File: src/hw/rtl/opc_pkg.sv
package opc_pkg;

   localparam logic [31:0] CRC_POLY    = 32'h04C1_1DB7;
   localparam logic [4:0]  FIELD_START = 5'd22;
   localparam logic [4:0]  FIELD_END   = 5'd26;

   typedef struct packed {
      logic go;
      logic last;
   } step_ctl_type;

   // msb-first crc over one byte, unrolled eight bit steps
   function automatic logic [31:0] crc_absorb(input logic [31:0] crc, input logic [7:0] data);
      logic [31:0] c;
      c = crc ^ {data, 24'h00_0000};
      for (int k = 0; k < 8; k++) begin
         if (c[31]) begin
            c = {c[30:0], 1'b0} ^ CRC_POLY;
         end else begin
            c = {c[30:0], 1'b0};
         end
      end
      return c;
   endfunction

endpackage

File: src/hw/rtl/opc_crc_core.sv
module opc_crc_core (
   input  logic                  clock,
   input  logic                  reset,
   input  opc_pkg::step_ctl_type ctl,
   input  logic [7:0]            page_byte,
   output logic [31:0]           crc_next
);
   import opc_pkg::*;

   logic [31:0] crc_ff;
   logic [31:0] crc_in;
   logic [4:0]  pos_ff;
   logic [4:0]  pos_in;
   logic        in_field;
   logic [7:0]  byte_eff;

   // the page's own crc field is taken as zero
   assign in_field = (pos_ff >= FIELD_START) && (pos_ff < FIELD_END);
   assign byte_eff = in_field ? 8'h00 : page_byte;
   assign crc_next = crc_absorb(crc_ff, byte_eff);

   always_comb begin
      crc_in = crc_ff;
      pos_in = pos_ff;
      if (ctl.go) begin
         if (ctl.last) begin
            crc_in = '0;
            pos_in = '0;
         end else begin
            crc_in = crc_next;
            if (pos_ff < FIELD_END) begin
               pos_in = pos_ff + 5'd1;
            end
         end
      end
   end

   always_ff @(posedge clock) begin
      if (reset) begin
         crc_ff <= '0;
         pos_ff <= '0;
      end else begin
         crc_ff <= crc_in;
         pos_ff <= pos_in;
      end
   end

endmodule

File: src/hw/rtl/ogg_page_crc32.sv
// channel | ports                                   | direction
// req     | req_valid, req_stall, req_page_byte,    | in
//         | req_last_byte                           |
// rsp     | rsp_valid, rsp_stall, rsp_page_crc      | out
//
// one item per cycle unless a last byte waits on a stalled rsp: an input register
// feeds a byte-wide crc update, and a last byte's result goes to an output register.
// a last byte's crc appears on rsp after passing the input and output registers.
// synchronous active-high reset clears the crc, the byte position and all valids.
// rsp_stall holds only an item carrying a last byte; other bytes keep flowing.
module ogg_page_crc32 (
   input  logic        clock,
   input  logic        reset,
   input  logic        req_valid,
   output logic        req_stall,
   input  logic [7:0]  req_page_byte,
   input  logic        req_last_byte,
   output logic        rsp_valid,
   input  logic        rsp_stall,
   output logic [31:0] rsp_page_crc
);
   import opc_pkg::*;

   logic         s1_valid_ff;
   logic         s1_valid_in;
   logic [7:0]   s1_byte_ff;
   logic         s1_last_ff;
   logic         rsp_valid_ff;
   logic         rsp_valid_in;
   logic [31:0]  rsp_crc_ff;
   logic [31:0]  crc_next;
   logic         out_free;
   logic         s1_go;
   logic         req_take;
   step_ctl_type ctl;

   assign out_free  = !rsp_valid_ff || !rsp_stall;
   // only a last byte needs room in the output register
   assign s1_go     = s1_valid_ff && (!s1_last_ff || out_free);
   assign req_stall = s1_valid_ff && !s1_go;
   assign req_take  = req_valid && !req_stall;

   assign ctl.go   = s1_go;
   assign ctl.last = s1_last_ff;

   opc_crc_core u_core (
      .clock     (clock),
      .reset     (reset),
      .ctl       (ctl),
      .page_byte (s1_byte_ff),
      .crc_next  (crc_next)
   );

   always_comb begin
      s1_valid_in = s1_valid_ff;
      if (req_take) begin
         s1_valid_in = 1'b1;
      end else if (s1_go) begin
         s1_valid_in = 1'b0;
      end
   end

   always_comb begin
      rsp_valid_in = rsp_valid_ff && rsp_stall;
      if (s1_go && s1_last_ff) begin
         rsp_valid_in = 1'b1;
      end
   end

   always_ff @(posedge clock) begin
      if (reset) begin
         s1_valid_ff  <= 1'b0;
         rsp_valid_ff <= 1'b0;
      end else begin
         s1_valid_ff  <= s1_valid_in;
         rsp_valid_ff <= rsp_valid_in;
      end
   end

   always_ff @(posedge clock) begin
      if (req_take) begin
         s1_byte_ff <= req_page_byte;
         s1_last_ff <= req_last_byte;
      end
      if (s1_go && s1_last_ff) begin
         rsp_crc_ff <= crc_next;
      end
   end

   assign rsp_valid    = rsp_valid_ff;
   assign rsp_page_crc = rsp_crc_ff;

   a_last_gives_result: assert property (@(posedge clock) disable iff (reset)
      (s1_go && s1_last_ff) |=> rsp_valid_ff)
      else $error("last byte did not produce a result");

   a_no_overwrite: assert property (@(posedge clock) disable iff (reset)
      (s1_go && s1_last_ff && rsp_valid_ff) |-> !rsp_stall)
      else $error("pending result overwritten");

   a_stall_only_on_last: assert property (@(posedge clock) disable iff (reset)
      req_stall |-> (s1_valid_ff && s1_last_ff && rsp_valid_ff && rsp_stall))
      else $error("input stalled without a blocked result");

endmodule

File: config.mk
export PLATFORM = sky130hd
export DESIGN_NAME = ogg_page_crc32
export DESIGN_NICKNAME = d
export VERILOG_FILES = /design/src/hw/rtl/opc_pkg.sv /design/src/hw/rtl/opc_crc_core.sv /design/src/hw/rtl/ogg_page_crc32.sv
export SDC_FILE = /design/constraint.sdc
export NUM_CORES = 1
export LEC_CHECK = 0
export ABC_CLOCK_PERIOD_IN_PS = 1950
export BUFFER_PORTS_ARGS = -buffer_cell sky130_fd_sc_hd__buf_4
export CAP_MARGIN = 20
export CORE_MARGIN = 3
export CORE_UTILIZATION = 53
export DETAILED_ROUTE_END_ITERATION = 8
export GPL_ROUTABILITY_DRIVEN = 0
export PLACE_DENSITY_LB_ADDON = 0.25
export SLEW_MARGIN = 20
export SYNTH_ARGS = -nofsm -noshare
export SYNTH_HDL_FRONTEND = slang
export SYNTH_SLANG_ARGS = --single-unit
File: constraint.sdc
create_clock -name clock -period 1.95 [get_ports clock]
set_input_delay 0.2925 -clock clock [delete_from_list [all_inputs] [get_ports clock]]
set_output_delay 0.2925 -clock clock [all_outputs]
set_load 0.005 [all_outputs]
# Word level (Yosys, flattened, before mapping)
# Index checks and enable logic that the tools add are counted.
[op_classes] mux=15 reduce_logical=16 bitwise_logic=9 n_lt_le_gt_ge=2 addsub=1
[ops] op="$mux 27" count=8
[ops] op="$not 14->14" count=8
[ops] op="$mux 32" count=1
[ops] op="$xor 32x32->32" count=1
[ops] op="$mux 5" count=2
[ops] op="$mux 8" count=1
[ops] op="$logic_and 1x1->1" count=6
[ops] op="$add 5x1->5 const B" count=1
[ops] op="$ge 5x5->1 const B" count=1
[ops] op="$logic_not 1->1" count=5
[ops] op="$lt 5x5->1 const B" count=1
[ops] op="$reduce_bool 2->1" count=2
[ops] op="$mux 1" count=3
[ops] op="$logic_or 1x1->1" count=2
[ops] op="$reduce_and 2->1" count=1
[totals] word_cells=50 register_bits=80 inputBits=13

# Depth between registers and ports, before layout
# Gate-level depths: netlist (run 1).
[depth] ltp_word=21 mapped_depth=9 ltp_nobuf=8

# Cells and area by module
# From an unflattened synthesis (run 1), not the netlist that was laid out.
[hier_totals] cells_unflattened=369 area_unflattened_um2=4225.3
[modules_own_cells] module="opc_crc_core" seq_area_each_um2=740.7 instances=1 cells_each=315 area_per_inst_um2=2901.5
[modules_own_cells] module="ogg_page_crc32" seq_area_each_um2=1271.2 instances=1 cells_each=54 area_per_inst_um2=1323.8

# Worst setup path before layout (run 1)
# OpenSTA, ideal clock, no wires.
[synth_timing] path_kind="register -> register" start="register rsp_valid_ff (netlist: rsp_valid)" end="register rsp_crc_ff[0] (netlist: rsp_page_crc[0]), enable pin" path_buffers=1 arrival_ps=1540 period_less_slack_ps=1945 stages_incl_launch_ff=4 path_slack_ps=5 cell_sequence="dfxtp_1 -> nand2_1 -> and3_1 -> clkbuf_1"
[synth_via] elab_chain_cells=5
[synth_rtl] item="from (decl)" line="ogg_page_crc32.sv:28" rtl="logic rsp_valid_ff;"
[synth_rtl] item="from (signal assigned)" line="ogg_page_crc32.sv:76" rtl="rsp_valid_ff <= rsp_valid_in;"
[synth_rtl] item="$logic_not 1->1" line="ogg_page_crc32.sv:37" rtl="assign out_free = !rsp_valid_ff || !rsp_stall;"
[synth_rtl] item="$logic_or 1x1->1" line="ogg_page_crc32.sv:37"
[synth_rtl] item="$logic_or 1x1->1" line="ogg_page_crc32.sv:39" rtl="assign s1_go = s1_valid_ff && (!s1_last_ff || out_free);"
[synth_rtl] item="$logic_and 1x1->1" line="ogg_page_crc32.sv:39"
[synth_rtl] item="$logic_and 1x1->1" line="ogg_page_crc32.sv:85" rtl="if (s1_go && s1_last_ff) begin"
[synth_rtl] item="to (signal assigned)" line="ogg_page_crc32.sv:86" rtl="rsp_crc_ff <= crc_next;"
[synth_rtl] item="to (decl)" line="ogg_page_crc32.sv:30" rtl="logic [31:0] rsp_crc_ff;"
# No other way between the ends.
# A chain may end at the register's enable or synchronous reset.

# Final worst setup path (run 1)
[layout_timing] start="register u_core.pos_ff[1]" end="register u_core.crc_ff[8]"
[layout_via] elab_chain_cells=18
[layout_rtl] item="from (decl)" line="opc_crc_core.sv:12" rtl="logic [4:0] pos_ff;"
[layout_rtl] item="from (signal assigned)" line="opc_crc_core.sv:44" rtl="pos_ff <= pos_in;"
[layout_rtl] item="$ge 5x5->1 / $lt 5x5->1 (equally long branches)" line="opc_crc_core.sv:18" rtl="assign in_field = (pos_ff >= FIELD_START) && (pos_ff < FIELD_END);"
[layout_rtl] item="$logic_and 1x1->1 (*)" line="opc_crc_core.sv:18"
[layout_rtl] item="$mux 8 (*)" line="opc_crc_core.sv:19" rtl="assign byte_eff = in_field ? 8'h00 : page_byte;"
[layout_rtl] item="$xor 32x32->32 (*)" line="opc_pkg.sv:15" rtl="c = crc ^ {data, 24'h00_0000};"
[layout_rtl] item="$mux 27" line="opc_pkg.sv:17" rtl="if (c[31]) begin"
[layout_rtl] item="$not 14->14 (no source line)"
[layout_rtl] item="$mux 27 (2 in a row)" line="opc_pkg.sv:17"
[layout_rtl] item="$not 14->14 (no source line)"
[layout_rtl] item="$mux 27" line="opc_pkg.sv:17"
[layout_rtl] item="$not 14->14 (no source line)"
[layout_rtl] item="$mux 27 (2 in a row)" line="opc_pkg.sv:17"
[layout_rtl] item="$not 14->14 (no source line)"
[layout_rtl] item="$mux 27" line="opc_pkg.sv:17"
[layout_rtl] item="$not 14->14 (no source line)"
[layout_rtl] item="$mux 27 (*)" line="opc_pkg.sv:17"
[layout_rtl] item="named net crc_next[8]" line="ogg_page_crc32.sv:31" rtl="logic [31:0] crc_next;"
[layout_rtl] item="$mux 32 (*)" line="opc_crc_core.sv:26" rtl="if (ctl.last) begin"
[layout_rtl] item="to (signal assigned)" line="opc_crc_core.sv:43" rtl="crc_ff <= crc_in;"
[layout_rtl] item="to (decl)" line="opc_crc_core.sv:10" rtl="logic [31:0] crc_ff;"
# Mark *: on every way through the listed nets, which the timed path passes. The rest lies on a longest branch.

==> flow_summary.toml, run 1 <==
[run_status]
status = "finished, final reports clean"

[worst_setup_path]
regToRegSetupSlack_ns = 0.09
worstSetupPathType = "flip-flop to flip-flop"
start_kind = "flip-flop"
worstReg2RegStart = "u_core.pos_ff[1]$_SDFFE_PP0P_"
critPathCaptureType = "flip-flop"
worstPathRequired_ns = 2.20
reg2reg_to = "u_core.crc_ff[8]$_SDFFE_PP0P_"
r2r_cells = 8
crit_arrival_ns = 2.11
crit_fanout = 7

[floorplanning]
die-area_um2 = 8800
pin_count = 47
core-area_um2 = 7370
start_util_pct = 55.5
die_w_um = 93.8
die_h_um = 93.8
rows = 31

[power_and_ir_drop]
powerDensity_nw_per_um2 = 949
peakVddDrop_mv = 0.513
finalPower_mw = 4.73
p_leak_nw = 1.88

[placement]
dp.cells = 509
placed_area_um2 = 4670
dp_hpwl_mm = 6.50
portBuffers = 46
place_ws_ns = -0.200

[clocking]
cts_buffers = 9
cts_tree = "done"
clk_path_buf_depth = 2
clk_pin_slew_ns = 0.08
cts_sinks = 80
clk_latency_ns = 0.36
cts_hold_buffers = 0
cts_root_buffer = "clkbuf_8"
cts_htree_levels = 3

[yosys]
synthCells = 356
ys_seq_area_share_pct = 49.2
syn_nets = 371
syn_area_um2 = 4090
avgSynthCellArea_um2 = 11.5
yosysUniqueCellTypes = 31
yosysWarnings = 0
ys_ff_latch = 80

[grt]
antenna_found_initial = 0
grt_overflow = 0
grt_pass1_vias = 2812
grt_start_max_net_pins = 37
grt_pass1_wl_mm = 14.6
grtUsageTotal_pct = 22.0

[sta]
slew_viol_final = 0
finalSetupViolCount = 0
finalHoldViolCount = 0
fin_skew_ns = 0.0111
slew_headroom_pct = 72.5
fmax_mhz = 539
period_needed_ns = 1.86
setup_slack_ns = 0.0949
tightest_slew_ns = 0.410
fin_crit_sh_pct = 95.1

[cells_and_area]
multi_input_area_um2 = 1990
nets = 439
fillers = 575
layout-drive-gt1-share_pct = 26.3
areaGrowthSynthToFinish_pct = 21.9
design_area_um2 = 4980
antennaDiodeCount = 0
layout_common_cells = "98 x xnor2_1, 82 x buf_4, 41 x edfxtp_1, 39 x dfxtp_1, 30 x nor2_1"
fin_cells = 528
final_common_cell = "xnor2_1"
seq_area_um2 = 2010

[routing]
avgViaCountPerCell = 5.21
wl_mm = 8.88
drc_errors = 0
ant_nets = 0
vias = 2752
drt_iter0_drc = 128
wl_per_cell_um = 16.8
firstDrtPassIters = 4

[min_path]
hp-start = "req_last_byte"
hold-path-endpoint = "s1_last_ff$_DFFE_PP_"
holdPathStages = 1
hold_path.class = "primary input to flip-flop"

[run]
cap_violations = 0
## how the worst max path moves through the flow
stage,from,to,slack (ns),cells after the start
after floorplan,rsp_valid$_SDFF_PP0_,rsp_page_crc[0]$_DFFE_PP_,0.005,3
after global placement,u_core.pos_ff[1]$_SDFFE_PP0P_,u_core.crc_ff[6]$_SDFFE_PP0P_,-0.09,7
after detailed placement,u_core.pos_ff[0]$_SDFFE_PP0P_,u_core.crc_ff[6]$_SDFFE_PP0P_,-0.20,8
after CTS,u_core.pos_ff[0]$_SDFFE_PP0P_,u_core.crc_ff[20]$_SDFFE_PP0P_,0.04,9
after global routing,u_core.pos_ff[1]$_SDFFE_PP0P_,u_core.crc_ff[11]$_SDFFE_PP0P_,-0.002,8
final,u_core.pos_ff[1]$_SDFFE_PP0P_,u_core.crc_ff[8]$_SDFFE_PP0P_,0.09,8
## cell families (layout without fill, tap and decap cells)
kind of cell | Yosys count | after routing | synth area share (%)
buffers and inverters | 28 | 101 | 4.01
AOI/OAI and AO/OA | 52 | 52 | 9.43
and+or+nand+nor | 57 | 57 | 5.91
DFF | 80 | 80 | 49.2
adders and majority gates | 2 | 2 | 0.612
xor gates and xnor gates | 137 | 137 | 30.8
## cell type report
| cell class | count | area share [%] |
|---|---|---|
| Multi-Input combinational cell | 248 | 39.8 |
| Tap cell | 99 | 2.48 |
| Timing Repair Buffer | 83 | 12.8 |
| Clock buffer | 10 | 2.56 |
| Clock inverter | 6 | 1.86 |
| Inverter | 2 | 0.151 |
| Sequential cell | 80 | 40.4 |
## layer usage
metal | share of wire, % | up-vias | track usage, %
met1 | 42 | 1339 | 27.5
met3 | 5.2 | 10 | 4.73
met5 | 0 | - | 0
li1 | - | 1330 | -
met4 | 1.6 | 0 | 7.70
met2 | 51 | 73 | 37.6
## cell usage after synthesis, drive strengths merged
master	count	area (µm²)
xnor2	107	982
edfxtp	41	1230
dfxtp	39	781
nor2	31	116
xor2	30	278
a22o	20	175
clkbuf	13	58.8
nand2	13	48.8
a21oi	12	60.1
a22oi	12	90.1
buf	12	65.1
a21boi	4	30.0
nor3	4	20.0
and2	3	18.8
ha	2	25.0
inv	2	7.51
a41oi	1	8.76
and3	1	6.26
bufbuf	1	32.5
nand2b	1	6.26
nand3	1	5.00
nand3b	1	7.51
nand4	1	6.26
nor2b	1	6.26
o211ai	1	7.51
o21ai	1	5.00
o2bb2ai	1	8.76
## registers in the layout, indices dropped and copies added, names as in the netlist
| name | flops |
|---|---|
| u_core.crc_ff | 32 |
| rsp_valid | 1 |
| rsp_page_crc | 32 |
| s1_valid_ff | 1 |
| s1_byte_ff | 8 |
| s1_last_ff | 1 |
| u_core.pos_ff | 5 |
## per-stage QoR
step | hold WS (ns) | TNS (ns) | util [%]
after global routing | 0.0944 | -0.00212 | 67.6
after floorplan | 0.391 | 0 | -
after detailed placement | 0.472 | -2.04 | 63.4
after CTS | 0.0904 | 0 | 66.8
final | 0.105 | 0 | 67.6
after global placement | 0.471 | -0.458 | 63.4
## power breakdown
group          leakage, nW  total [mW]  switching [mW]  internal, mW
sequential           0.698        2.06          0.0877          1.97
combinational         1.07        1.31           0.664         0.650
clock                0.103        1.35           0.627         0.728
total                 1.88        4.73            1.38          3.35
## critical path: stages (launching register included)
cell       delay [ns]
dfxtp_1          0.35
buf_4            0.16
nor2_1           0.19
o2bb2ai_4        0.18
buf_4            0.16
a21oi_1          0.08
xnor2_1          0.28
xnor2_1          0.12
a22o_1           0.21
## what timing repair did
item,4_1_cts,5_1_grt
pin swaps,0,2
resized for setup,4,8
buffers inserted,0,3
setup endpoints to repair,36,13
Power figures use the tool's default switching activity.
==> run 2, diff against run 1 <==
CELL_PAD_IN_SITES_DETAIL_PLACEMENT = 0   (was not set)
CELL_PAD_IN_SITES_GLOBAL_PLACEMENT = 2   (was not set)
CORE_UTILIZATION = 35   (was 53)
==> run 2 against run 1 <==
Against the previous run: final cell count up 9.3%; via count shrank 3.4%; wire length is 7.4% higher; clock skew shrank 0.0038 ns; critical path type unchanged; largest power group unchanged; highest routed layer unchanged.
==> flow_summary.toml, run 2 (synthesis results as in run 1) <==
[min_path]
hold_path.class = "primary input to flip-flop"

[sta]
rsz0062_at_grt = "yes"
finalHoldViolCount = 0
period_needed_ns = 1.86
tightest_slew_ns = 0.429
finalSetupViolCount = 0
fin_crit_sh_pct = 95.4
fin_skew_ns = 0.00730
whs_ns = 0.124
fmax_mhz = 538
slew_headroom_pct = 71.3
slew_viol_final = 0

[clocking]
clk_latency_ns = 0.34
clk_pin_slew_ns = 0.06
cts_tree = "done"
cts_buffers = 9
cts_htree_levels = 3
cts_root_buffer = "clkbuf_16"
cts_sinks = 80
clk_path_buf_depth = 2
cts_hold_buffers = 0

[floorplanning]
rows = 38
die_h_um = 114
core-area_um2 = 11100
pin_count = 47
start_util_pct = 36.7
die_w_um = 114
die-area_um2 = 13000

[cells_and_area]
areaGrowthSynthToFinish_pct = 27.1
layout_common_cells = "96 x xnor2_1, 91 x buf_4, 41 x edfxtp_1, 39 x dfxtp_1, 30 x nor2_1"
final_common_cell = "xnor2_1"
layout-drive-gt1-share_pct = 27.9
nets = 448
antennaDiodeCount = 0

[worst_setup_path]
cp_common_cell = "xnor2_1"
crit_fanout = 5
crit_arrival_ns = 2.09
worstSetupPathType = "flip-flop to flip-flop"
critPathCaptureType = "flip-flop"
slowest_stage = "edfxtp_1"
crit_chain = "xnor2_1 > buf_4 > xnor2_1 > a21oi_1 > xnor2_1 > buf_4 > a22oi_1 > nor2_1"
crit_family = "XOR/XNOR gates"
path_buf_inv = 2
cpPeakStageDelay_ns = 0.56
worstPathRequired_ns = 2.18
start_kind = "flip-flop"

[routing]
drt_iter0_drc = 149
wl_per_cell_um = 16.5
avgViaCountPerCell = 4.61
vias = 2659
wl_mm = 9.54
firstDrtPassIters = 4
drc_errors = 0
ant_nets = 0

[grt]
antenna_found_initial = 0
grt_pass1_wl_mm = 15.1
grt_overflow = 0
grt_start_max_net_pins = 37
grt_pass1_vias = 2677
grtUsageTotal_pct = 15.6

[placement]
dp_hpwl_mm = 7.16
portBuffers = 46

[run_status]
status = "finished, final reports clean"

[power_and_ir_drop]
powerDensity_nw_per_um2 = 992
peakVddDrop_mv = 0.465
finalPower_mw = 5.15
p_leak_nw = 1.97

[run]
cap_violations = 0
==> run 2: cell types whose count changed in the layout (fill, tap and decap cells not counted), moves of 2 or more <==
cell and delta:
clkbuf_16 +10, clkinv_2 +2, clkinvlp_4 -2, clkbuf_8 -9
xnor2_2 +2, xnor2_1 -2, buf_4 +9
==> run 2: final cells by class <==
type	count	area (µm²)
fill	1046	5930
clock inverter	3	40.0
clock buffer	12	258
inverter	2	7.51
multi-input combinational	248	2000
tap	140	175
sequential	80	2010
timing repair buffer	92	703
==> run 2: metal layers <==
layer	vias to the layer above	share of wire, %	routed length [µm]	GRT usage [%]
met4	0	3.5	333	8.47
met1	1233	46	4380	20.5
met3	20	4.5	427	3.65
met5	-	0	0	0
li1	1347	-	-	-
met2	59	46	4400	23.8
==> run 2: timing repair <==
action | 4_1_cts | 5_1_grt
gates cloned | 0 | 0
pin swaps | 1 | 1
setup buffers | 1 | 3
endpoints found under the setup margin | 18 | 22
gates resized for setup | 3 | 9
==> run 2: power breakdown <==
part / internal, mW / switching, mW / leakage [nW]
sequential: 1.98 / 0.0821 / 0.698
combinational: 0.697 / 0.686 / 1.13
clock: 1.06 / 0.652 / 0.148
==> run 2: final timing paths <==
check,slack (ns),depth (start not counted),end,startpoint
setup / recovery,0.09,8,u_core.crc_ff[3]$_SDFFE_PP0P_,s1_byte_ff[3]$_DFFE_PP_
hold / removal,0.12,1,s1_last_ff$_DFFE_PP_,req_last_byte
setup reg to reg,0.09,8,u_core.crc_ff[3]$_SDFFE_PP0P_,s1_byte_ff[3]$_DFFE_PP_
hold reg to reg,0.49,1,u_core.crc_ff[2]$_SDFFE_PP0P_,u_core.crc_ff[2]$_SDFFE_PP0P_
==> run 2: metrics by stage <==
stage / cells / util (%) / setup slack [ns] / setup TNS [ns] / cell area (µm²)
floorplan: 356 / - / 0.00541 / 0 / 4090
global placement: 558 / 43.0 / -0.120 / -0.327 / 4780
detailed placement: 558 / 43.0 / -0.110 / -0.601 / 4780
CTS: 574 / 45.9 / 0.00992 / 0 / 5100
global route: 577 / 46.7 / -0.0486 / -0.0987 / 5190
finish: 577 / 46.7 / 0.0902 / 0 / 5190
